<file path="config.mk">
export PLATFORM = sky130hd
export DESIGN_NAME = armu_cordic_cell
export DESIGN_NICKNAME = d
export VERILOG_FILES = /design/src/rtl/core/axis_rotation_matrix_unit_assert.svh /design/src/rtl/core/armu_pkg.sv /design/src/rtl/core/armu_cordic_cell.sv
export SDC_FILE = /design/constraint.sdc
export NUM_CORES = 1
export LEC_CHECK = 0
export BUFFER_PORTS_ARGS = -buffer_cell sky130_fd_sc_hd__buf_2
export CORE_MARGIN = 3
export CORE_UTILIZATION = 51
export CTS_BUF_LIST = sky130_fd_sc_hd__clkbuf_4
export DETAILED_ROUTE_END_ITERATION = 7
export MAX_ROUTING_LAYER = met4
export PLACE_DENSITY = 0.79
export SLEW_MARGIN = 15
export SYNTH_ARGS = -nofsm -noshare
export SYNTH_HDL_FRONTEND = slang
export SYNTH_SLANG_ARGS = --single-unit
</file>
<file path="constraint.sdc">
create_clock -name i_clk -period 4.03 [get_ports i_clk]
set_input_delay 0.6045 -clock i_clk [delete_from_list [all_inputs] [get_ports i_clk]]
set_output_delay 0.6045 -clock i_clk [all_outputs]
set_load 0.02 [all_outputs]
</file>
<file path="src/rtl/core/axis_rotation_matrix_unit_assert.svh">
// assertion macros shared by the rotation matrix unit
`ifndef AXIS_ROTATION_MATRIX_UNIT_ASSERT_SVH
`define AXIS_ROTATION_MATRIX_UNIT_ASSERT_SVH

// implication checked at every clock edge outside reset
`define ARMU_ASSERT_IMPL(label, ante, cons, msg) \
    label: assert property (@(posedge i_clk) disable iff (!i_rst_n) (ante) |-> (cons)) \
        else $error(msg);

// condition that must never hold outside reset
`define ARMU_ASSERT_NEVER(label, cond, msg) \
    label: assert property (@(posedge i_clk) disable iff (!i_rst_n) !(cond)) \
        else $error(msg);

`endif

</file>
<file path="src/rtl/core/armu_pkg.sv">
// shared types, constants and the arctangent table of the rotation matrix unit
`default_nettype none

package armu_pkg;

    // datapath widths
    localparam int XY_W = 34;
    localparam int Z_W  = 34;

    localparam int CORDIC_STEPS_DEF = 30;

    localparam logic [26:0] DEG2RAD_Q32 = 27'd74961321;
    localparam longint      GAIN_Q30    = 64'd652032874;
    localparam longint      ONE_Q30     = 64'd1073741824;

    // axis register codes
    localparam logic [1:0] AXIS_NONE = 2'd0;
    localparam logic [1:0] AXIS_X    = 2'd1;
    localparam logic [1:0] AXIS_Y    = 2'd2;
    localparam logic [1:0] AXIS_Z    = 2'd3;

    typedef struct packed {
        logic signed [31:0] angle_deg;
        logic               last_angle;
    } t_in_item;

    typedef struct packed {
        logic signed [31:0] col0_row0;
        logic signed [31:0] col0_row1;
        logic signed [31:0] col0_row2;
        logic signed [31:0] col1_row0;
        logic signed [31:0] col1_row1;
        logic signed [31:0] col1_row2;
        logic signed [31:0] col2_row0;
        logic signed [31:0] col2_row1;
        logic signed [31:0] col2_row2;
        logic               bad_axis;
        logic               last_matrix;
    } t_out_item;

    // control that travels alongside the datapath
    typedef struct packed {
        logic       valid;
        logic       last;
        logic [1:0] quad;
    } t_ctl;

    // atan(2^-i) in q30, rounded to nearest
    function automatic logic signed [Z_W-1:0] atan_q30(input int i);
        logic signed [Z_W-1:0] v;
        v = '0;
        if (i < 10) begin
            case (i)
                0: v = Z_W'(843314857);
                1: v = Z_W'(497837829);
                2: v = Z_W'(263043837);
                3: v = Z_W'(133525159);
                4: v = Z_W'(67021687);
                5: v = Z_W'(33543516);
                6: v = Z_W'(16775851);
                7: v = Z_W'(8388437);
                8: v = Z_W'(4194283);
                default: v = Z_W'(2097149);
            endcase
        end else if (i <= 30) begin
            v = Z_W'(64'd1 << (30 - i));
        end
        return v;
    endfunction

endpackage

`default_nettype wire

</file>
<file path="src/rtl/core/armu_cordic_cell.sv">
// one cordic rotation step with its pipeline register
`default_nettype none

module armu_cordic_cell #(
    parameter int STEP = 0
) (
    input  wire logic                             i_clk,
    input  wire logic                             i_rst_n,
    input  wire armu_pkg::t_ctl                   i_ctl,
    input  wire logic signed [armu_pkg::XY_W-1:0] i_x,
    input  wire logic signed [armu_pkg::XY_W-1:0] i_y,
    input  wire logic signed [armu_pkg::Z_W-1:0]  i_z,
    output armu_pkg::t_ctl                        o_ctl,
    output logic signed [armu_pkg::XY_W-1:0]      o_x,
    output logic signed [armu_pkg::XY_W-1:0]      o_y,
    output logic signed [armu_pkg::Z_W-1:0]       o_z
);

    localparam logic signed [armu_pkg::Z_W-1:0] ATAN_STEP = armu_pkg::atan_q30(STEP);

    armu_pkg::t_ctl r_ctl;
    logic signed [armu_pkg::XY_W-1:0] r_x, r_y, n_x, n_y, w_dx, w_dy;
    logic signed [armu_pkg::Z_W-1:0]  r_z, n_z;

    // arithmetic shift floors toward minus infinity
    assign w_dx = i_y >>> STEP;
    assign w_dy = i_x >>> STEP;

    always_comb begin
        if (!i_z[armu_pkg::Z_W-1]) begin
            n_x = i_x - w_dx;
            n_y = i_y + w_dy;
            n_z = i_z - ATAN_STEP;
        end else begin
            n_x = i_x + w_dx;
            n_y = i_y - w_dy;
            n_z = i_z + ATAN_STEP;
        end
    end

    always_ff @(posedge i_clk) begin
        if (!i_rst_n) begin
            r_ctl <= '0;
        end else begin
            r_ctl <= i_ctl;
        end
    end

    always_ff @(posedge i_clk) begin
        r_x <= n_x;
        r_y <= n_y;
        r_z <= n_z;
    end

    assign o_ctl = r_ctl;
    assign o_x   = r_x;
    assign o_y   = r_y;
    assign o_z   = r_z;

endmodule

`default_nettype wire

</file>
Word level (Yosys, flattened, before mapping)

Cells that the tools add are included.

Register bits: 106
Bits in latches: 0
Bits in writable memories: 0
ROM bits: 0
Bits of input ports: 108
Output and inout port bits: 106
Memories kept: 0

Add/subtract/negate cells: 5
Multiply operators: 0
Div/mod/pow operators: 0
Order comparisons: 0
Eq/ne operators: 0
Shifts and indexed selects: 0
Mux-type cells: 3
Bitwise operators: 0
Reduce and logical (&&, ||, !) cells: 0

Operators with widths:

| cell                     | number |
|---|---|
| $mux W34                 | 3 |
| $sub A34 B34 Y34         | 2 |
| $add A34 B31 Y34 const B | 1 |
| $add A34 B34 Y34         | 1 |
| $sub A34 B31 Y34 const B | 1 |

Depth between registers and ports, before layout

Depth after elaboration: 2
Depth in mapped cells: 13

Least setup slack after synthesis

No wires, ideal clock.

Path type: input -> register
Start: input i_z[33] in the netlist's numbering
End: register r_z, in the netlist o_z[32]
Library setup time: 0.072 ns
Arrival time: 3.736 ns
Required time: 3.958 ns
Path slack: 0.222 ns
Cell stages on the path: 13
Path through: inv_2 clkbuf_1 ha_1 clkbuf_1 a21o_1 a21oi_1 or3b_2 or3_1 a41oi_1 o31a_1 o21ai_0 a21oi_1 xnor2_1

Longest elaborated chain between the ends: 1

Ends and longest elaborated chain:

| element              | line                   | text |
|---|---|---|
| start, declared      | armu_cordic_cell.sv:12 | `input wire logic signed [armu_pkg::Z_W-1:0] i_z,` |
| $mux W34             | armu_cordic_cell.sv:30 | `if (!i_z[armu_pkg::Z_W-1]) begin` |
| via n_z (one bit)    | armu_cordic_cell.sv:23 | `logic signed [armu_pkg::Z_W-1:0] r_z, n_z;` |
| end signal, assigned | armu_cordic_cell.sv:52 | `r_z <= n_z;` |
| end, declared        | armu_cordic_cell.sv:23 |  |

The timed path passes the listed nets, and every way through them passes these cells.
A chain may end at the register's enable or synchronous reset.

Worst setup path in the final report

Start: input i_x[0] in the netlist's numbering
End: register r_y, in the netlist o_y[30]

Longest elaborated chain between the ends: 2
Elaborated cells between the ends (all ways): 3

Ends and longest elaborated chain:

| element                                                     | line                                           | text |
|---|---|---|
| start, declared                                             | armu_cordic_cell.sv:10                         | `input wire logic signed [armu_pkg::XY_W-1:0] i_x,` |
| $add A34 B34 Y34 / $sub A34 B34 Y34 (equally long branches) | armu_cordic_cell.sv:32, armu_cordic_cell.sv:36 |  |
| $mux W34 *                                                  | armu_cordic_cell.sv:30                         |  |
| via n_y (one bit)                                           | armu_cordic_cell.sv:22                         | `logic signed [armu_pkg::XY_W-1:0] r_x, r_y, n_x, n_y, w_dx, w_dy;` |
| end signal, assigned                                        | armu_cordic_cell.sv:51                         | `r_y <= n_y;` |
| end, declared                                               | armu_cordic_cell.sv:22                         |  |

The timed path passes the listed nets; every way through them passes the cells marked *.

==> impl_results.md <==
* Max Cap Viol at 0
* Congestion Overflow GR at 0
* Worst Hold Depth at 2
* Crit path required time at 4410 ps
* Vias per inst at 5.66
* NetSw at 0.00159 W
* RSZ-0062 raised after global routing: false
* CP Class: in -> reg
* ANT nets after route at 0
* Synth async-reset ratio at 0%
* Area of the multi-input gates at 0.00647 mm²
* Clock power share at 17.4%
* Hold endpoint: o_z[0]
* CTS tree: yes
* Mapped Area at 0.00916 mm²
* CTS Hold Bufs at 0
* Crit start category: input pin
* Final Max Tran Viols at 0
* Slew headroom at 49.9%
* Post-Syn Instances at 1166
* Yosys top cell by area: dfxtp_1
* Area grow syn2layout at 17.0%
* Worst hold-check path type: in -> reg
* Post-Syn Area per Cell at 7.86 µm²
* Yosys cell types at 64
* Seq cells post-synth at 105
* Sequential power share at 35.1%
* Max FO, Critical Path at 4
* Via Count at 9082
* CTS Buf Count at 9
* Standard-cell rows at 48
* Most used DFF post-synth: dfxtp_1
* Min Tclk post-route at 3320 ps
* Layout Utilization at 61.5%
* Post-Route Setup TNS at 0 ps
* Crit path DAT at 3700 ps
* Final Routed Wirelength at 26.7 mm
* Worst vdd ir at 207 µV
* First-pass GRT wire length at 42.7 mm
* Drt pass-1 iters at 5
* Port Buffers at 213
* Clock Path Buffers at 2
* Outcome: finished clean
* Final GP Congestion at 0.971
* Number of global-route vias before repair at 8827
* FILL cells at 1625
* Post-route cell area at 0.0107 mm²
* Post-Layout Cell Count at 1604
* P_int at 0.00221 W
* CTS sink count at 105
* Clk pin slew, worst setup/hold paths at 170 ps
* Synth top area share at 22.9%
* GR Util All Layers at 27.0%
* Chip width at 140 µm
* Core Region at 0.0174 mm²
* Initial drt markers at 606
* Largest net degree at the start of global routing at 82
* Share of layout cells above drive strength 1 at 19.6%
* DR DRC count at 0
* Final worst-path cycle share at 82.3%
* # IOs at 214
* Placed Area at 0.0105 mm²
* Sw frac at 41.9%
* NumNets Final at 1616
* CTS root buf: clkbuf_4
* Slew @ Worst Pin at 732 ps
* Register area at 0.00210 mm²
* Synth area leaders: dfxtp_1 23%, ha_1 18%, a21oi_1 7.4%
* Hold Startpoint: i_z[0]
* Initial antenna violation count at 1
* Number of flops mapped to enable cells by yosys at 0
* Max frequency at 0.301 GHz
* Initial Util at 52.6%
* CP endpoint kind: register
* Sequential fraction of the synthesis area at 22.9%
* Commonest cells in the netlist: 136 x a21oi_1, 132 x ha_1, 115 x nor2_1
* Syn Nets at 1410
* DR WL/cell at 16.7 µm
* Ys Warns at 0
* Count leader, synth: a21oi_1
* Fin. Hold Viols at 0
* PwrDens at 354 mW/mm²
* Die Ht at 140 µm
* Setup-failing EPs final at 0
* CTS-repair resized insts at 0
* # placed instances at 1586
* DP Wirelength at 21.4 mm
* Die footprint at 0.0196 mm²
* CTS H-tree lvls at 3
* Post-CTS setup buffer count at 0
* Comb power frac at 47.5%
* Leak at 5.37 nW
[placed cells by master (no fill, tap or decap), types with 4 or more instances in the layout]
cell type,instances
buf_2,213
a21oi_1,136
ha_1,132
nor2_1,115
inv_1,108
dfxtp_1,105
o21ai_0,72
xnor2_1,68
nand2_1,48
a21o_1,47
buf_4,26
xor2_1,25
o21bai_1,24
nor2b_1,21
mux2i_1,20
nand3_1,15
nor3_1,15
nand4_1,14
a211oi_1,12
and2_1,11
o21a_1,10
o31ai_1,10
a31oi_1,9
clkbuf_4,9
and3_1,8
nand2b_1,8
a221oi_1,7
or3_1,6
o211ai_1,6
o31a_1,4
a2111oi_0,4
nor4_1,4
o221ai_1,4
fa_1,4
[cells by family after synthesis]
family | Yosys count | share of synthesized area, %
xor+xnor | 93 | 8.89
mux | 20 | 2.18
fa+ha+maj | 136 | 18.9
compound gates | 379 | 26.3
buf+inv | 155 | 6.47
simple gates | 278 | 14.4
flops | 105 | 22.9
[cell type report]
| class | count | share of cell area, % |
|---|---|---|
| multi-input cells | 906 | 60.3 |
| flip-flops and latches | 105 | 19.6 |
| repair buffers | 240 | 12.0 |
| inverters | 110 | 3.85 |
| well taps | 225 | 2.63 |
| clock inverters | 7 | 0.934 |
| clock buffers | 9 | 0.630 |
| diodes | 2 | 0.0467 |
[per-stage QoR]
step	hold WS [ps]	power (W)	worst slack [ps]
finish	307	0.00380	712
global route	281	0.00403	573
CTS	272	0.00381	786
detailed placement	813	0.00314	264
global placement	812	0.00312	305
floorplan	705	0.00255	222
[sequential cells by signal (all words and copies together) (netlist names)]
name and count:
o_ctl 4, o_z 34, o_y 33, o_x 34
[worst max path at each step]
stage	start	endpoint	slack (ps)	cells past startpoint
finish	i_x[0]	o_y[30]	710	13
detailed placement	i_z[33]	o_z[32]	260	14
global placement	i_x[6]	o_y[33]	310	14
global route	i_x[10]	o_x[32]	570	13
CTS	i_z[33]	o_z[32]	790	14
floorplan	i_z[33]	o_z[32]	220	13
[routing by layer]
| layer | GRT usage, % | part of all wire (%) |
|---|---|---|
| met3 | 3.55 | 6.8 |
| met1 | 33.6 | 43 |
| met5 | - | 0 |
| met2 | 45.1 | 47 |
| met4 | 9.43 | 2.5 |
[critical path, stage by stage]
cell and delay (ps):
buf_2 130, ha_1 230, fa_1 460, a221oi_1 440, o21bai_1 200, o21ai_1 330
a31oi_1 250, a211oi_1 330, buf_4 190, o21bai_1 60, a21oi_1 190, o21ai_0 120
xnor2_1 150
[power by group through the flow]
| stage | logic, W | clock network [W] | registers [W] |
|---|---|---|---|
| 2_1_floorplan | 0.000879 | 0 | 0.00167 |
| 6_report | 0.00181 | 0.000660 | 0.00133 |
| 3_5_place_dp | 0.00178 | 0 | 0.00136 |
| 5_1_grt | 0.00196 | 0.000722 | 0.00135 |
| 3_3_place_gp | 0.00177 | 0 | 0.00135 |
| 4_1_cts | 0.00179 | 0.000683 | 0.00133 |
Power figures use the tool's default switching activity.
