===== src/rtl/core/axis_rotation_matrix_unit_assert.svh =====
// assertion macros shared by the rotation matrix unit
`ifndef AXIS_ROTATION_MATRIX_UNIT_ASSERT_SVH
`define AXIS_ROTATION_MATRIX_UNIT_ASSERT_SVH

// implication checked at every clock edge outside reset
`define ARMU_ASSERT_IMPL(label, ante, cons, msg) \
    label: assert property (@(posedge i_clk) disable iff (!i_rst_n) (ante) |-> (cons)) \
        else $error(msg);

// condition that must never hold outside reset
`define ARMU_ASSERT_NEVER(label, cond, msg) \
    label: assert property (@(posedge i_clk) disable iff (!i_rst_n) !(cond)) \
        else $error(msg);

`endif


===== src/rtl/core/armu_pkg.sv =====
// shared types, constants and the arctangent table of the rotation matrix unit
`default_nettype none

package armu_pkg;

    // datapath widths
    localparam int XY_W = 34;
    localparam int Z_W  = 34;

    localparam int CORDIC_STEPS_DEF = 30;

    localparam logic [26:0] DEG2RAD_Q32 = 27'd74961321;
    localparam longint      GAIN_Q30    = 64'd652032874;
    localparam longint      ONE_Q30     = 64'd1073741824;

    // axis register codes
    localparam logic [1:0] AXIS_NONE = 2'd0;
    localparam logic [1:0] AXIS_X    = 2'd1;
    localparam logic [1:0] AXIS_Y    = 2'd2;
    localparam logic [1:0] AXIS_Z    = 2'd3;

    typedef struct packed {
        logic signed [31:0] angle_deg;
        logic               last_angle;
    } t_in_item;

    typedef struct packed {
        logic signed [31:0] col0_row0;
        logic signed [31:0] col0_row1;
        logic signed [31:0] col0_row2;
        logic signed [31:0] col1_row0;
        logic signed [31:0] col1_row1;
        logic signed [31:0] col1_row2;
        logic signed [31:0] col2_row0;
        logic signed [31:0] col2_row1;
        logic signed [31:0] col2_row2;
        logic               bad_axis;
        logic               last_matrix;
    } t_out_item;

    // control that travels alongside the datapath
    typedef struct packed {
        logic       valid;
        logic       last;
        logic [1:0] quad;
    } t_ctl;

    // atan(2^-i) in q30, rounded to nearest
    function automatic logic signed [Z_W-1:0] atan_q30(input int i);
        logic signed [Z_W-1:0] v;
        v = '0;
        if (i < 10) begin
            case (i)
                0: v = Z_W'(843314857);
                1: v = Z_W'(497837829);
                2: v = Z_W'(263043837);
                3: v = Z_W'(133525159);
                4: v = Z_W'(67021687);
                5: v = Z_W'(33543516);
                6: v = Z_W'(16775851);
                7: v = Z_W'(8388437);
                8: v = Z_W'(4194283);
                default: v = Z_W'(2097149);
            endcase
        end else if (i <= 30) begin
            v = Z_W'(64'd1 << (30 - i));
        end
        return v;
    endfunction

endpackage

`default_nettype wire


===== src/rtl/core/armu_reduce.sv =====
// angle reduction modulo 360, quadrant split and degree to radian scaling
`default_nettype none

module armu_reduce (
    input  wire logic                            i_clk,
    input  wire logic                            i_rst_n,
    input  wire logic                            i_valid,
    input  wire armu_pkg::t_in_item              i_item,
    output armu_pkg::t_ctl                       o_ctl,
    output logic signed [armu_pkg::Z_W-1:0]      o_z
);

    // floor(2^20 / 360), low enough that the quotient estimate never overshoots
    localparam logic [11:0] RECIP_360  = 12'd2912;
    localparam logic [16:0] DEG_TURN   = 17'd360;
    // 2^15 mod 360, the offset of the unsigned degree code
    localparam logic [8:0]  OFS_DEG    = 9'd8;
    localparam logic [49:0] ROUND_HALF = 50'd131072;

    armu_pkg::t_ctl r1_ctl, r2_ctl, r3_ctl, r4_ctl, r5_ctl;
    armu_pkg::t_ctl n1_ctl, n3_ctl;

    logic [15:0] r1_u16, r1_frac, r2_frac;
    logic [7:0]  r1_qest;
    logic [8:0]  r2_deg;
    logic [22:0] r3_d;
    logic [49:0] r4_prod;
    logic signed [armu_pkg::Z_W-1:0] r5_z;

    logic [15:0] n1_u16;
    logic [27:0] n1_prod;
    logic [16:0] n2_prod;
    logic [9:0]  n2_rem;
    logic [8:0]  n2_mod, n2_deg;
    logic [1:0]  n3_quad;
    logic [6:0]  n3_dd;
    logic [49:0] n5_sum;

    // integer degrees, offset to unsigned
    assign n1_u16  = {~i_item.angle_deg[31], i_item.angle_deg[30:16]};
    assign n1_prod = 28'(n1_u16) * 28'(RECIP_360);

    always_comb begin
        n1_ctl       = '0;
        n1_ctl.valid = i_valid;
        n1_ctl.last  = i_item.last_angle;
    end

    // remainder below twice the turn, one correction, then undo the offset
    assign n2_prod = 17'(r1_qest) * DEG_TURN;
    assign n2_rem  = 10'(17'(r1_u16) - n2_prod);
    assign n2_mod  = (n2_rem >= 10'(DEG_TURN)) ? 9'(n2_rem - 10'(DEG_TURN)) : n2_rem[8:0];
    assign n2_deg  = (n2_mod < OFS_DEG) ? 9'(n2_mod + 9'd352) : 9'(n2_mod - OFS_DEG);

    always_comb begin
        if (r2_deg >= 9'd270) begin
            n3_quad = 2'd3;
            n3_dd   = 7'(r2_deg - 9'd270);
        end else if (r2_deg >= 9'd180) begin
            n3_quad = 2'd2;
            n3_dd   = 7'(r2_deg - 9'd180);
        end else if (r2_deg >= 9'd90) begin
            n3_quad = 2'd1;
            n3_dd   = 7'(r2_deg - 9'd90);
        end else begin
            n3_quad = 2'd0;
            n3_dd   = r2_deg[6:0];
        end
    end

    // quadrant joins the control word here
    always_comb begin
        n3_ctl      = r2_ctl;
        n3_ctl.quad = n3_quad;
    end

    assign n5_sum = r4_prod + ROUND_HALF;

    always_ff @(posedge i_clk) begin
        if (!i_rst_n) begin
            r1_ctl <= '0;
            r2_ctl <= '0;
            r3_ctl <= '0;
            r4_ctl <= '0;
            r5_ctl <= '0;
        end else begin
            r1_ctl <= n1_ctl;
            r2_ctl <= r1_ctl;
            r3_ctl <= n3_ctl;
            r4_ctl <= r3_ctl;
            r5_ctl <= r4_ctl;
        end
    end

    always_ff @(posedge i_clk) begin
        r1_u16  <= n1_u16;
        r1_frac <= i_item.angle_deg[15:0];
        r1_qest <= n1_prod[27:20];
        r2_deg  <= n2_deg;
        r2_frac <= r1_frac;
        r3_d    <= {n3_dd, r2_frac};
        r4_prod <= 50'(r3_d) * 50'(armu_pkg::DEG2RAD_Q32);
        r5_z    <= {{(armu_pkg::Z_W-32){1'b0}}, n5_sum[49:18]};
    end

    assign o_ctl = r5_ctl;
    assign o_z   = r5_z;

endmodule

`default_nettype wire


===== config.mk =====
export PLATFORM = sky130hd
export DESIGN_NAME = armu_reduce
export DESIGN_NICKNAME = d
export VERILOG_FILES = /design/src/rtl/core/axis_rotation_matrix_unit_assert.svh /design/src/rtl/core/armu_pkg.sv /design/src/rtl/core/armu_reduce.sv
export SDC_FILE = /design/constraint.sdc
export NUM_CORES = 1
export LEC_CHECK = 0
export BUFFER_PORTS_ARGS = -buffer_cell sky130_fd_sc_hd__buf_2
export CAP_MARGIN = 15
export CORE_MARGIN = 3
export CORE_UTILIZATION = 69
export CTS_CLUSTER_DIAMETER = 40
export CTS_CLUSTER_SIZE = 20
export DETAILED_ROUTE_END_ITERATION = 7
export GPL_TIMING_DRIVEN = 0
export HOLD_SLACK_MARGIN = 0.06
export PLACE_DENSITY = 0.88
export SLEW_MARGIN = 10
export SYNTH_ARGS = -nofsm -noshare
export SYNTH_HDL_FRONTEND = slang
export SYNTH_SLANG_ARGS = --single-unit

===== constraint.sdc =====
create_clock -name i_clk -period 15.8 [get_ports i_clk]
set_input_delay 0.79 -clock i_clk [delete_from_list [all_inputs] [get_ports i_clk]]
set_output_delay 0.79 -clock i_clk [all_outputs]
set_load 0.1 [all_outputs]

# After elaboration in Yosys (flattened, before gate mapping)

Cells that the tools add are included.
W data, S select, Z words.

RAM bits: 0
Output and inout bits: 38
ROM bits: 0
Memories: 0
Word-level logic and storage cells: 46
Bits in registers: 180
Latch bits: 0
Input port bits: 36

Reduce and logical (&&, ||, !) cells: 0
Eq/ne operators: 0
$mul: 3
Multiplexer cells: 8
$add $sub $neg: 8
Shifts and indexed selects: 0
Bitwise operators: 1
Div/mod/pow operators: 0
$lt $le $gt $ge: 5

Operators with widths:

| cell                     | number |
|---|---|
| $add A50 B18 Y50 const B | 1 |
| $mul A23 B27 Y50 const B | 1 |
| $mul A16 B7 Y23 const B  | 1 |
| $mux W7                  | 3 |
| $mux W9                  | 2 |
| $ge A10 B9 Y1 const B    | 1 |
| $sub A10 B10 Y10         | 1 |
| $add A9 B9 Y9 const B    | 1 |
| $ge A9 B7 Y1 const B     | 1 |
| $ge A9 B8 Y1 const B     | 1 |
| $ge A9 B9 Y1 const B     | 1 |
| $lt A9 B4 Y1 const B     | 1 |
| $sub A9 B4 Y9 const B    | 1 |
| $sub A9 B9 Y9 const B    | 1 |
| $mul A8 B6 Y7 const B    | 1 |
| $sub A7 B4 Y7 const B    | 1 |
| $sub A7 B6 Y7 const B    | 1 |
| $sub A7 B7 Y7 const B    | 1 |
| $mux W2                  | 2 |
| $mux W1                  | 1 |
| $not A1 Y1               | 1 |

# Logic depth before layout (Yosys ltp)

Word-level depth: 6
Depth in mapped cells: 25
Gate-level depth less buffers: 25

# Worst setup path before layout

Ideal clock, no wire load.

Path type: register to register
Start point: reg r3_d[3]
End point: reg r4_prod[38]
Data required time: 15.681 ns
Arrival: 6.233 ns
Cell stages (with the launch flop): 24
Path slack: 9.448 ns
Buffers on the path: 0
Clock period less this slack: 6.352 ns
Library setup time: 0.119 ns
Cell sequence: dfxtp_1 -> fa_1 -> inv_1 -> fa_1 -> fa_1 -> inv_1 -> fa_1 -> inv_1 -> fa_1 -> inv_1 -> fa_1 -> inv_1 -> fa_1 -> inv_1 -> ha_1 -> and3_1 -> nand2_1 -> nor3_1 -> o31ai_1 -> a2111oi_0 -> o31a_1 -> nor2_1 -> o21a_1 -> xnor2_1

Longest elaborated chain between the ends: 1

Ends and longest elaborated chain:

| item                   | RTL line           | source |
|---|---|---|
| start, declared        | armu_reduce.sv:26  | `logic [22:0] r3_d;` |
| start signal, assigned | armu_reduce.sv:101 | `r3_d <= {n3_dd, r2_frac};` |
| $mul A23 B27 Y50       | armu_reduce.sv:102 | `r4_prod <= 50'(r3_d) * 50'(armu_pkg::DEG2RAD_Q32);` |
| end signal, assigned   | armu_reduce.sv:102 |  |
| end, declared          | armu_reduce.sv:27  | `logic [49:0] r4_prod;` |

No other way between the ends.
A chain may end at the register's enable or synchronous reset.

# Worst setup path in the final report

Start point: reg r3_d[5]
End point: reg r4_prod[46]

The elaborated chain is that of the path after synthesis.

==> summary.md <==
| Metric | Value |
|---|---|
| Global-route usage over all layers | 0.301 |
| Grt ovf | 0 |
| Final setup margin | 8550 ps |
| Crit path DAT | 7570 ps |
| Status | finished clean |
| Routed vias/inst | 5.53 |
| Root Buffer | clkbuf_16 |
| Synth area leader | fa_1 |
| Skew final | 11.0 ps |
| Mean Syn Cell Area | 10.4 sq um |
| Synth top cells by count | inv_1, ha_1, fa_1, dfxtp_1, xnor2_1 |
| Setup violators final | 0 |
| Core ar. | 23,800 sq um |
| DRC Markers | 0 |
| FFs w/ async S/R, synth | 0 |
| Endpoint class of the critical path | flip-flop |
| Post-synthesis sequential area ratio | 0.191 |
| Most frequent cell after synthesis | inv_1 |
| CP max FO | 7 |
| Post-synth cell types | 59 |
| Gpl congestion | 0.977 |
| Clock buffer depth | 2 |
| Pin count of the biggest net entering global routing | 18 |
| Ratio of cells with drive above 1 in the final layout | 0.0676 |
| Syn Inst Count | 1,628 |
| Postcts setup bufs | 0 |
| CP Launch Type | flip-flop |
| CTS sink cnt | 162 |
| FF-to-FF Start | r3_d[5] |
| DR WL/cell | 18.0 um |
| Vias in the first global route | 12,700 |
| Yosys warns | 0 |
| Hold Path Sink | r2_frac[8] |
| Worst-Margin Slew | 677 ps |
| Chip Width | 163 um |
| Reg2Reg Capture Point | r4_prod[46] |
| Worst Setup Path Type | flip-flop to flip-flop |
| # nets final | 2,333 |
| CTS tree | yes |
| Hold Crit Start | r1_frac[8] |
| Final min period | 7250 ps |
| Met2 Resource Use GR | 0.525 |
| Clock Pin Slew Worst Setup and Hold Paths | 70 ps |
| DRT Pass-1 Iters | 5 |
| Setup TNS | 0 ps |
| Max-Cap Viols | 0 |
| Area contributors post-synth | fa_1, ha_1, dfxtp_1, inv_1, xnor2_1 |
| Post-detail-place hpwl | 30.6 mm |
| M3 GR Usage | 0.0666 |
| Hold Buf Count CTS | 0 |
| Worst-case reg-to-reg path depth | 23 |
| Slew headroom | 0.548 |
| # IOs | 74 |
| # rows | 56 |
| Cells resized by post-CTS repair | 0 |
| RSZ-0062 raised after global routing | no |
| Worst slack, placed | 8700 ps |
| Met1 Use GR | 0.363 |
| Post-synth EDFFs | 0 |
| Yosys top cell area share | 0.314 |
| Die area | 26,500 sq um |
| Area delta synth->final | 7.84% |
| Buffers added on ports | 71 |
| Global-route wire length before repair | 62.0 mm |
| Via count | 11,300 |
| Worst Hold Class | flip-flop to flip-flop |
| Initial Util | 0.713 |
| Final wirelength | 36.9 mm |
| Final ANT Viol Nets | 0 |
| Fin. Hold Viols | 0 |
| Worst hold path depth | 0 |
| Fmax | 0.138 GHz |
| Synthesis-stage register bit count | 162 |
| Clk_lat worst skew | 440 ps |
| Reg-to-reg setup timing slack | 8550 ps |
| Final period utilization | 0.459 |
| Initial antenna violation count | 0 |
| CP required | 16,120 ps |
| Die Span Y | 163 um |
| Initial DRC count | 670 |
| Mapped Area | 17,000 sq um |
| Ys flop type | dfxtp_1 |
| Number of diodes | 0 |
| GRT Max-Usage Layer | met2 |
| H-tree depth | 4 |
| Total CTS buffers | 17 |
| Final Max Slew Viols | 0 |
logic make-up after synthesis:
logic type | share of synthesized area
fa+ha+maj | 0.544
buf+inv | 0.0991
simple gates | 0.0608
flops | 0.191
compound gates | 0.0545
xor+xnor | 0.0483
mux | 0.00243
other cells | 0.000221
state kept, by name (all words and copies together) (netlist names):
register	count
o_z	32
r4_prod	33
n3_ctl	2
r1_frac	16
r2_deg	9
r3_ctl	4
o_ctl	4
r2_frac	16
r1_u16	10
r1_ctl	2
r3_d	23
r4_ctl	4
r1_qest	7
metal layers:
metal | vias up | share of wire | wire length (um)
met5 | - | 0 | 0
met4 | 0 | 0.041 | 1520
met3 | 116 | 0.066 | 2450
met2 | 396 | 0.50 | 18600
met1 | 5582 | 0.39 | 14400
li1 | 5244 | - | -
placed cells by master, fill, tap and decap left out, types with 3 or more instances in the layout:
master,instances
a21o_1,12
o31a_1,3
nor2_1,47
o21ai_0,24
mux2i_1,3
inv_8,5
a31oi_1,3
nand2b_1,9
nand2_1,53
nand3_1,20
buf_2,71
ha_1,312
nor3_1,11
o21a_1,9
xor2_1,34
o21bai_1,6
and3_1,7
clkinvlp_4,3
dfxtp_1,162
xnor2_1,57
or2_2,6
and2_1,17
o211ai_1,6
nor2b_1,5
o22ai_1,3
nand4_1,13
fa_1,266
inv_1,442
a211oi_1,8
clkbuf_16,17
o31ai_1,4
a21oi_1,42
stage by stage:
step	hold slack, ps	area [sq um]	util	std cells
after floorplan	310	17000	-	1629
after global placement	310	17700	0.744	2019
after detailed placement	312	17700	0.744	2019
after CTS	326	18300	0.768	2051
after global routing	330	18300	0.768	2051
final	325	18300	0.768	2051
worst max-delay path by stage:
stage / startpoint / endpoint / slack (ps) / cells after the start
final: r3_d[5] / r4_prod[46] / 8550 / 23
after global routing: r3_d[5] / r4_prod[46] / 8200 / 23
after CTS: r3_d[5] / r4_prod[46] / 8650 / 23
after detailed placement: r3_d[3] / r4_prod[38] / 8700 / 23
after global placement: r3_d[3] / r4_prod[38] / 8800 / 23
after floorplan: r3_d[3] / r4_prod[38] / 9450 / 23
worst max-delay path: stages, from the launching register on:
cell and delay [ps]:
dfxtp_1 600, inv_1 150, fa_1 540, inv_1 130, fa_1 410, inv_1 90, fa_1 430, fa_1 520
inv_1 50, fa_1 470, fa_1 560, inv_1 60, fa_1 560, inv_1 50, ha_1 340, a21oi_1 180
o21ai_0 160, a221oi_1 370, a2bb2oi_1 240, nor2b_1 240, o21ai_4 120, a211oi_1 500, o21ai_0 190, xor2_1 170
final cells by class:
type	count	area [sq um]
multi-input combinational	1021	12100
fill	1556	5520
sequential	162	3240
inverter	442	1660
clock buffer	17	425
tap	319	399
timing repair buffer	71	355
clock inverter	15	148
buffer	4	22.5
Power is left out: the tool's default activity adds up to more than one toggle a clock period on the data nets, which glitch-free logic cannot reach.
