**src/rtl/core/axis_rotation_matrix_unit_assert.svh**
```systemverilog
// assertion macros shared by the rotation matrix unit
`ifndef AXIS_ROTATION_MATRIX_UNIT_ASSERT_SVH
`define AXIS_ROTATION_MATRIX_UNIT_ASSERT_SVH

// implication checked at every clock edge outside reset
`define ARMU_ASSERT_IMPL(label, ante, cons, msg) \
    label: assert property (@(posedge i_clk) disable iff (!i_rst_n) (ante) |-> (cons)) \
        else $error(msg);

// condition that must never hold outside reset
`define ARMU_ASSERT_NEVER(label, cond, msg) \
    label: assert property (@(posedge i_clk) disable iff (!i_rst_n) !(cond)) \
        else $error(msg);

`endif

```
**src/rtl/core/armu_pkg.sv**
```systemverilog
// shared types, constants and the arctangent table of the rotation matrix unit
`default_nettype none

package armu_pkg;

    // datapath widths
    localparam int XY_W = 34;
    localparam int Z_W  = 34;

    localparam int CORDIC_STEPS_DEF = 30;

    localparam logic [26:0] DEG2RAD_Q32 = 27'd74961321;
    localparam longint      GAIN_Q30    = 64'd652032874;
    localparam longint      ONE_Q30     = 64'd1073741824;

    // axis register codes
    localparam logic [1:0] AXIS_NONE = 2'd0;
    localparam logic [1:0] AXIS_X    = 2'd1;
    localparam logic [1:0] AXIS_Y    = 2'd2;
    localparam logic [1:0] AXIS_Z    = 2'd3;

    typedef struct packed {
        logic signed [31:0] angle_deg;
        logic               last_angle;
    } t_in_item;

    typedef struct packed {
        logic signed [31:0] col0_row0;
        logic signed [31:0] col0_row1;
        logic signed [31:0] col0_row2;
        logic signed [31:0] col1_row0;
        logic signed [31:0] col1_row1;
        logic signed [31:0] col1_row2;
        logic signed [31:0] col2_row0;
        logic signed [31:0] col2_row1;
        logic signed [31:0] col2_row2;
        logic               bad_axis;
        logic               last_matrix;
    } t_out_item;

    // control that travels alongside the datapath
    typedef struct packed {
        logic       valid;
        logic       last;
        logic [1:0] quad;
    } t_ctl;

    // atan(2^-i) in q30, rounded to nearest
    function automatic logic signed [Z_W-1:0] atan_q30(input int i);
        logic signed [Z_W-1:0] v;
        v = '0;
        if (i < 10) begin
            case (i)
                0: v = Z_W'(843314857);
                1: v = Z_W'(497837829);
                2: v = Z_W'(263043837);
                3: v = Z_W'(133525159);
                4: v = Z_W'(67021687);
                5: v = Z_W'(33543516);
                6: v = Z_W'(16775851);
                7: v = Z_W'(8388437);
                8: v = Z_W'(4194283);
                default: v = Z_W'(2097149);
            endcase
        end else if (i <= 30) begin
            v = Z_W'(64'd1 << (30 - i));
        end
        return v;
    endfunction

endpackage

`default_nettype wire

```
**src/rtl/core/armu_assemble.sv**
```systemverilog
// saturation, quadrant mapping and placement into the rotation matrix
`default_nettype none

module armu_assemble (
    input  wire logic                             i_clk,
    input  wire logic                             i_rst_n,
    input  wire armu_pkg::t_ctl                   i_ctl,
    input  wire logic signed [armu_pkg::XY_W-1:0] i_x,
    input  wire logic signed [armu_pkg::XY_W-1:0] i_y,
    input  wire logic [1:0]                       i_axis,
    output logic                                  o_valid,
    output armu_pkg::t_out_item                   o_item
);

    localparam logic signed [armu_pkg::XY_W-1:0] POS_ONE = armu_pkg::XY_W'(armu_pkg::ONE_Q30);
    localparam logic signed [armu_pkg::XY_W-1:0] NEG_ONE = -POS_ONE;
    localparam logic signed [31:0]               ONE_32  = 32'(armu_pkg::ONE_Q30);

    armu_pkg::t_ctl r1_ctl;
    logic signed [armu_pkg::XY_W-1:0] n_xs, n_ys, n_c, n_s;
    logic signed [31:0] r1_c, r1_s;
    logic r_valid;
    armu_pkg::t_out_item r_item, n_item;

    assign n_xs = (i_x > POS_ONE) ? POS_ONE : ((i_x < NEG_ONE) ? NEG_ONE : i_x);
    assign n_ys = (i_y > POS_ONE) ? POS_ONE : ((i_y < NEG_ONE) ? NEG_ONE : i_y);

    always_comb begin
        unique case (i_ctl.quad)
            2'd0: begin
                n_c = n_xs;
                n_s = n_ys;
            end
            2'd1: begin
                n_c = -n_ys;
                n_s = n_xs;
            end
            2'd2: begin
                n_c = -n_xs;
                n_s = -n_ys;
            end
            default: begin
                n_c = n_ys;
                n_s = -n_xs;
            end
        endcase
    end

    always_comb begin
        n_item             = '0;
        n_item.last_matrix = r1_ctl.last;
        unique case (i_axis)
            armu_pkg::AXIS_X: begin
                n_item.col0_row0 = ONE_32;
                n_item.col1_row1 = r1_c;
                n_item.col1_row2 = r1_s;
                n_item.col2_row1 = -r1_s;
                n_item.col2_row2 = r1_c;
            end
            armu_pkg::AXIS_Y: begin
                n_item.col0_row0 = r1_c;
                n_item.col0_row2 = -r1_s;
                n_item.col1_row1 = ONE_32;
                n_item.col2_row0 = r1_s;
                n_item.col2_row2 = r1_c;
            end
            armu_pkg::AXIS_Z: begin
                n_item.col0_row0 = r1_c;
                n_item.col0_row1 = r1_s;
                n_item.col1_row0 = -r1_s;
                n_item.col1_row1 = r1_c;
                n_item.col2_row2 = ONE_32;
            end
            default: begin
                n_item.bad_axis = 1'b1;
            end
        endcase
    end

    always_ff @(posedge i_clk) begin
        if (!i_rst_n) begin
            r1_ctl  <= '0;
            r_valid <= 1'b0;
        end else begin
            r1_ctl  <= i_ctl;
            r_valid <= r1_ctl.valid;
        end
    end

    always_ff @(posedge i_clk) begin
        r1_c   <= n_c[31:0];
        r1_s   <= n_s[31:0];
        r_item <= n_item;
    end

    assign o_valid = r_valid;
    assign o_item  = r_item;

endmodule

`default_nettype wire

```
**config.mk**
```make
export PLATFORM = sky130hd
export DESIGN_NAME = armu_assemble
export DESIGN_NICKNAME = d
export VERILOG_FILES = /design/src/rtl/core/axis_rotation_matrix_unit_assert.svh /design/src/rtl/core/armu_pkg.sv /design/src/rtl/core/armu_assemble.sv
export SDC_FILE = /design/constraint.sdc
export NUM_CORES = 1
export LEC_CHECK = 0
export BUFFER_PORTS_ARGS = -buffer_cell sky130_fd_sc_hd__buf_2
export CORE_AREA = 2 2 168 170
export CTS_CLUSTER_SIZE = 30
export DETAILED_ROUTE_END_ITERATION = 8
export DIE_AREA = 0 0 170 172
export PLACE_DENSITY_LB_ADDON = 0.05
export SYNTH_ARGS = -nofsm -noshare
export SYNTH_HDL_FRONTEND = slang
export SYNTH_SLANG_ARGS = --single-unit
```
**constraint.sdc**
```tcl
create_clock -name i_clk -period 4 [get_ports i_clk]
set_clock_uncertainty 0.05 [all_clocks]
set_input_delay 0.2 -clock i_clk [delete_from_list [all_inputs] [get_ports i_clk]]
set_output_delay 0.2 -clock i_clk [all_outputs]
set_load 0.01 [all_outputs]
```
-- Word level (Yosys, flattened, before mapping)
Cells that the tools add are included.
- register bits after elaboration: 357
- bits of input ports: 76
- output and inout port bits: 291
- logic and storage cells: 43
- mux-type cells: 10
- $add $sub $neg: 3
- eq/ne operators: 5
- reductions and logical operators: 5
- order comparisons: 4
- operators with widths (cell ; count):
    $pmux 32 s2 ; 3
    $pmux 32 s3 ; 2
    $mux 32 ; 4
    $neg 32->32 ; 3
    $gt 34x32->1 const B ; 2
    $lt 34x31->1 const B ; 2
    $eq 2x2->1 const B ; 3
    $reduce_or 2->1 ; 3
    $eq 2x1->1 const B ; 2
    $reduce_or 3->1 ; 1
    $logic_not 2->1 ; 1
    $mux 1 ; 1

-- Depth between registers and ports, before layout
Gate-level depths: netlist (run 1).
- depth in word-level cells: 5
- gate-level depth with buffers: 13
- gate-level depth less buffers: 11

-- Worst setup path before layout (run 1)
Ideal clock, no wire load.
- path type: input to register
- start: input port i_x[3] (netlist name)
- end: register r1_c[26]
- arrival: 3.183 ns
- required time: 3.859 ns
- setup slack: 0.676 ns
- buffers on the path: 1
- stages on the path: 12
- cell sequence: or4_1 clkbuf_1 or4_4 o31ai_4 and2_1 inv_1 ha_1 nand2_1 nor2_1 or3_1 o21a_1 a311oi_1
- word-level cells in the longest chain between the ends: 5
- RTL lines (what ; RTL line ; source):
    from (decl) ; armu_assemble.sv:8 ; input wire logic signed [armu_pkg::XY_W-1:0] i_x,
    $lt 34x31->1 ; armu_assemble.sv:25 ; assign n_xs = (i_x > POS_ONE) ? POS_ONE : ((i_x < NEG_ONE) ? NEG_ONE : i_x);
    $mux 32 ; armu_assemble.sv:25 ;
    $mux 32 * ; armu_assemble.sv:25 ;
    $neg 32->32 ; armu_assemble.sv:39 ; n_c = -n_xs;
    $pmux 32 s3 * ; armu_assemble.sv:29 ; unique case (i_ctl.quad)
    net n_c (one bit) ; armu_assemble.sv:20 ; logic signed [armu_pkg::XY_W-1:0] n_xs, n_ys, n_c, n_s;
    to (signal assigned) ; armu_assemble.sv:91 ; r1_c <= n_c[31:0];
    to (decl) ; armu_assemble.sv:21 ; logic signed [31:0] r1_c, r1_s;
The timed path passes the listed nets; every way through them passes the cells marked *.
A chain may end at the register's enable or synchronous reset.

-- Worst setup path in the final report (run 1)
- start: input port i_x[6] (netlist name)
- end: register r1_c[6]
The elaborated chain is that of the path after synthesis.

==> results of run 1 <==
-- worst min-delay path by stage --
stage,from,endpoint,cells after the start
floorplan,i_axis[0],o_item[160]$_DFF_P_,1
global placement,n_item[0]$_SDFF_PN0_,o_item[0]$_DFF_P_,0
detailed placement,n_item[0]$_SDFF_PN0_,o_item[0]$_DFF_P_,0
CTS,i_y[26],r1_c[26]$_DFF_P_,3
global route,i_y[23],r1_s[23]$_DFF_P_,3
finish,i_x[10],r1_c[10]$_DFF_P_,3
-- Yosys cell counts, types with 13 or more instances --
cell,number,area share
dfxtp_1,354,0.52
nor3_1,38,0.014
xor2_1,19,0.012
nand3_1,28,0.010
o21ai_0,52,0.019
or3_1,21,0.0097
a21oi_1,58,0.021
a31oi_1,17,0.0078
and2_1,291,0.13
o211ai_1,13,0.0072
inv_1,15,0.0041
nor4_1,27,0.012
nand2_1,94,0.026
nor2_1,77,0.021
clkbuf_1,81,0.022
xnor2_1,30,0.019
-- power breakdown --
| part | switching (mW) | total, mW | internal [mW] |
|---|---|---|---|
| Clock | 1.40 | 3.35 | 1.95 |
| Combinational | 0.598 | 0.984 | 0.386 |
| Sequential | 0.118 | 3.84 | 3.72 |
| Total | 2.11 | 8.18 | 6.06 |
-- cell type report --
type / instances / area [um2] / share of cell area
multi-input cells: 963 / 6070 / 0.352
flip-flops and latches: 354 / 7090 / 0.410
clock buffers: 52 / 1070 / 0.0620
inverters: 17 / 63.8 / 0.00370
well taps: 346 / 433 / 0.0251
repair buffers: 437 / 2400 / 0.139
clock inverters: 12 / 135 / 0.00783
-- sequential cells by signal, indices dropped and copies added, names as in the netlist --
register and count:
n_item 1, o_item 287, o_valid 1, r1_c 32, r1_ctl 1, r1_s 32
-- metal layers --
metal	wire length, um	vias to the layer above
met2	20600	636
met4	2370	0
li1	-	5713
met5	0	-
met1	19400	5651
met3	4040	108
-- timing repair --
action	4_1_cts	5_1_grt
buffers inserted	0	1
hold buffers	15	0
gates resized for setup	0	0
setup endpoints to repair	0	1
endpoints found under the hold margin	11	0
-- logic make-up after synthesis --
kind of cell	count (synthesis)
mux	15
fa+ha+maj	8
buf+inv	112
flops	354
xor+xnor	49
simple gates	626
compound gates	265
-- critical path: cells and delay by family --
family          cells  cell delay [ps]
fa+ha+maj           1              270
buf+inv             5             1520
compound gates      4              700
simple gates        5             1540
-- per-stage QoR --
step	power (mW)	hold WS [ps]	worst slack (ps)	area, um2
after floorplan	4.41	250	676	13600
after CTS	8.22	5.14	57.6	17300
after global routing	8.48	25.6	9.75	17300
after global placement	4.87	260	435	15900
final	8.18	21.3	119	17300
after detailed placement	4.88	276	333	15900
==> metrics.md, run 1 <==
| Metric | Value |
|---|---|
| Crit-path max cell delay | 590 ps |
| Maximum vdd drop | 0.405 mV |
| Slowest CP cell | dlygate4sd3_1 |
| Total placed cells including tap cells | 2101 |
| Post-DRT Antenna Nets | 0 |
| Busiest grt layer | met2 |
| Final WL | 46400 um |
| Depth of the most critical reg-to-reg path | 7 |
| Crit. Startpoint | i_x[6] |
| Non-filler cells in the finished layout | 2181 |
| DR WL/cell | 21.3 um |
| Compound-gate portion of the synthesized area | 0.133 |
| Post-synthesis simple-gate area fraction | 0.256 |
| Worst EP required | 4360 ps |
| DRC errors left | 0 |
| FF+latch count, synth | 354 |
| Worst reg2reg startpoint | r1_s[3]$_DFF_P_ |
| Initial DRC count | 1002 |
| Final Setup Violations | 0 |
| Synth Area in Adders | 0.00736 |
| FF-to-FF setup slack | 950 ps |
| Die Width | 170 um |
| Fin. Hold Viols | 0 |
| Synth Area in XOR/XNOR | 0.0316 |
| Layout Nets | 1893 |
| Mapped Nets | 1513 |
| Chip height | 172 um |
| Fillers | 2366 |
| Crit path max fanout | 7 |
| RSZ-0062 raised after global routing | false |
| Root buf cell | clkbuf_16 |
| CP Launch Type | input pin |
| Crit Path Category | in -> reg |
| Relative slew margins | 0.299 |
| Total negative slack | 0 ps |
| GRT Total Usage | 0.308 |
| Worst min-delay path class | in -> reg |
| Dominant synthesized flop cell | dfxtp_1 |
| RR Endpoint | o_item[64]$_SDFF_PN0_ |
| M1 GR Usage | 0.404 |
| Min Tclk post-route | 3880 ps |
| Final core utilization | 0.628 |
| Number of clock sinks | 354 |
| Yosys Warn Count | 0 |
| CTS tree | yes |
| Area growth, synth to finish | 27.0% |
| Syn Area/Cell | 9.51 um2 |
| Post-DP HPWL | 34400 um |
| DR vias/cell | 5.55 |
| Static Leak | 7.76 nW |
| Post-synthesis mux area share | 0.0185 |
| GR Util met2 | 0.486 |
| Post-Synthesis Cells | 1429 |
| Register area share after synthesis | 0.521 |
| FFs w/ async S/R, synth | 0 |
| Largest family of logic cells by synthesized area | simple AND/OR/NAND/NOR gates |
| Arrival time at the worst endpoint | 4240 ps |
| Tcrit/Tclk final | 0.970 |
| Longest Clk Path Bufs | 3 |
| Power Dens Cells | 474 mW/mm2 |
| Fmax | 0.258 GHz |
| Syn Std Cell Area | 0.0136 mm2 |
| Commonest non-fill, non-tap cells in the layout | buf_2, dfxtp_1, and2_1, nand2_1, nor2_1 |
| Max-slew violations | 0 |
| Cts bufs inserted | 36 |
| Port buffer count | 366 |
| RD Place Congestion | 1.02 |
| Vias in the first global route | 11098 |
| Crit. End Element | register |
| Layout cell share with drive strength beyond 1 | 0.276 |
| Critical Path, Cell by Cell | dlygate4sd3_1 -> buf_2 -> or4_1 -> or4_4 -> o31ai_4 -> and2_1 -> inv_1 -> ha_1 -> nand2_1 -> buf_4 -> or4_1 -> a31oi_1 -> a22oi_1 -> o211ai_1 -> dlygate4sd3_1 |
| Worst-margin pin slew | 1050 ps |
| Num rows | 61 |
| Initial Util | 0.495 |
| Largest net degree at the start of global routing | 66 |
| Count of cell types in the netlist | 73 |
| Initial antenna violation count | 0 |
| Via count | 12108 |
| Status | finished clean |
| # diodes | 0 |
| Io pins | 367 |
| Max-cap violations | 0 |
| GRT overflow | 0 |
| Worst-path clk slew | 60 ps |
| Post-synth EDFFs | 0 |
| Commonest non-fill, non-tap cell in the layout | buf_2 |
| First-pass GRT wire length | 68200 um |
| Met3 GRT Util | 0.0659 |
| 1st-pass router iterations | 5 |
| Die Footprint | 0.0292 mm2 |
| Clk_lat worst skew | 530 ps |
| H-tree depth | 2 |
| Critical Path Sink | r1_c[6]$_DFF_P_ |
| Core Area | 0.0275 mm2 |
(Power assumes the default switching activity.)
==> inputs of run 2 (changes only) <==
Settings changed: ABC_AREA from default to 1, CORE_AREA 2 2 168 170 to 2 2 173 175, DIE_AREA 0 0 170 172 to 0 0 175 177.
==> run 2 against run 1 <==
Net effect:
- combinational power rose by 39%
- critical endpoint is now r1_s[31]$_DFF_P_
- area after synthesis rose by 5.7%
- fmax rose by 18%
- synthesized cell count rose by 40%
- sequential power rose by 4%
==> metrics.md, run 2 <==
| Metric | Value |
|---|---|
| Initial antenna violation count | 0 |
| Layout cell share with drive strength beyond 1 | 0.200 |
| First-pass GRT wire length | 68800 um |
| Final Setup Violations | 0 |
| Yosys Warn Count | 0 |
| Cts bufs inserted | 35 |
| Worst EP required | 4350 ps |
| Longest Clk Path Bufs | 3 |
| WP buf/inv | 5 |
| Crit. End Element | register |
| Syn Area/Cell | 7.19 um2 |
| Worst-path clk slew | 60 ps |
| Status | finished clean |
| Area share of the largest cell type after synthesis | 0.493 |
| Num rows | 63 |
| Max-cap violations | 0 |
| Io pins | 367 |
| Dominant synthesized flop cell | dfxtp_1 |
| Worst reg2reg startpoint | r1_s[0]$_DFF_P_ |
| Power Dens Cells | 487 mW/mm2 |
| Chip height | 177 um |
| Worst min-delay path class | in -> reg |
| Min Tclk post-route | 3300 ps |
| Crit path max fanout | 32 |
| Number of clock sinks | 354 |
| Post-synth EDFFs | 0 |
| CP most frequent cell | nor2_1 |
| Delay-heaviest family, CP | buffers and inverters |
| DR WL/cell | 16.4 um |
| Initial DRC count | 1070 |
| Crit-path max cell delay | 550 ps |
| Most frequent cell after synthesis | nand2_1 |
| Post-DP HPWL | 35100 um |
| Via count | 13485 |
| CP Launch Type | input pin |
| DR vias/cell | 4.90 |
| GRT Total Usage | 0.285 |
| Area contributors post-synth | dfxtp_1, nand2_1, inv_1 |
| Layout Nets | 2421 |
| Crit Path Category | in -> reg |
| Arrival time at the worst endpoint | 3650 ps |
| Core Area | 0.0292 mm2 |
| Syn Std Cell Area | 0.0144 mm2 |
| Fin. Hold Viols | 0 |
| # diodes | 0 |
| Max-slew violations | 0 |
| FFs w/ async S/R, synth | 0 |
| Maximum vdd drop | 0.270 mV |
| Post-Synthesis Cells | 1999 |
| Hold path start | i_y[30] |
| Area growth, synth to finish | 22.8% |
| RD Place Congestion | 1.03 |
| Initial Util | 0.491 |
| Slowest CP cell | dlygate4sd3_1 |
| Fillers | 2812 |
| Die Footprint | 0.0310 mm2 |
| Worst hold slack | 31.3 ps |
| Mapped Nets | 2083 |
| RSZ-0062 raised after global routing | false |
| Worst-margin pin slew | 1150 ps |
| Final WL | 45100 um |
| Commonest non-fill, non-tap cells in the layout | nand2_1, buf_2, dfxtp_1, inv_1, nor2_1 |
| Die Width | 175 um |
| CTS tree | yes |
| Largest net degree at the start of global routing | 57 |
| Post-synth top area cell | dfxtp_1 |
| Total negative slack | 0 ps |
| Max reg flops | 287 |
| Register area share after synthesis | 0.493 |
| Commonest non-fill, non-tap cell in the layout | nand2_1 |
| FF+latch count, synth | 354 |
| Port buffer count | 366 |
| Fmax | 0.303 GHz |
| Static Leak | 10.0 nW |
| 1st-pass router iterations | 7 |
| Clk_lat worst skew | 530 ps |
| DRC errors left | 0 |
| Vias in the first global route | 12427 |
| Tcrit/Tclk final | 0.825 |
| Post-DRT Antenna Nets | 0 |
| Count of cell types in the netlist | 46 |
| Top post-synthesis cells by count | nand2_1, dfxtp_1, inv_1 |
| H-tree depth | 2 |
| Crit. Startpoint | i_y[33] |
| GRT overflow | 0 |
| Relative slew margins | 0.235 |
| Resize count post-CTS | 0 |
| Critical Path, Cell by Cell | dlygate4sd3_1 -> buf_2 -> nor2_1 -> nand2_2 -> inv_1 -> nor2_1 -> nand2_1 -> buf_4 -> o21ai_0 -> nand2_1 -> nor2_1 -> nand3_1 -> nand3_1 -> nand4_1 -> dlygate4sd3_1 |
| Root buf cell | clkbuf_16 |
run 2: kinds of logic after synthesis:
kind of cell	after synthesis	share of synthesized area
simple gates	1016	0.294
buf+inv	437	0.118
flops	354	0.493
compound gates	133	0.0554
xor+xnor	51	0.0321
fa+ha+maj	8	0.00697
run 2: final timing paths:
path,slack (ps),to,cells after the start
worst max register to register,1410,o_item[62]$_SDFF_PN0_,15
worst min register to register,300,o_item[0]$_DFF_P_,0
worst min-delay path,30,r1_c[30]$_DFF_P_,5
worst max-delay path,700,r1_s[31]$_DFF_P_,15
run 2: area by class of cell:
cell class                      count  area, um2  share of cell area
Inverter                          352       1320              0.0749
Clock buffer                       47        981              0.0556
Tap cell                          390        488              0.0277
Sequential cell                   354       7090               0.402
Timing Repair Buffer              386       2000               0.113
Multi-Input combinational cell   1208       5600               0.317
Clock inverter                     13        164             0.00929
run 2: layer usage:
metal	GRT usage	up-vias	routed length (um)
met1	0.385	6132	20000
met2	0.473	555	20600
li1	-	6709	-
met3	0.0477	89	3330
met5	0	-	0
met4	0.0774	0	1140
run 2: timing repair:
action	in CTS	in global routing
setup buffers	0	0
hold buffers	8	0
hold endpoints to repair	7	0
run 2: report_power, final:
part | leakage [nW] | internal [mW] | switching, mW
clock | 0.559 | 1.87 | 1.35
sequential | 2.92 | 3.81 | 0.189
combinational | 6.55 | 0.448 | 0.927
total | 10.0 | 6.13 | 2.46
run 2: stage by stage:
stage	instance area (um2)	utilization	worst slack [ps]	cells	power, mW
5_1_grt	17600	0.603	366	2750	8.97
2_1_floorplan	14400	-	1720	1999	4.87
6_report	17600	0.603	702	2750	8.60
4_1_cts	17600	0.603	762	2750	8.64
3_5_place_dp	16400	0.561	579	2682	5.43
3_3_place_gp	16400	0.561	546	2682	5.42
run 2: worst reg2reg max path, cell delays in order (launching register included):
cell	delay (ps)
dfxtp_1	380
inv_1	110
ha_1	180
nand2_1	70
nor2_2	130
nand3_2	130
nor2_2	140
nand4_2	130
nor3_2	230
nand2_1	130
nor2_2	150
nand2_1	100
inv_1	120
nand3_1	100
xnor2_1	240
nor2_1	70
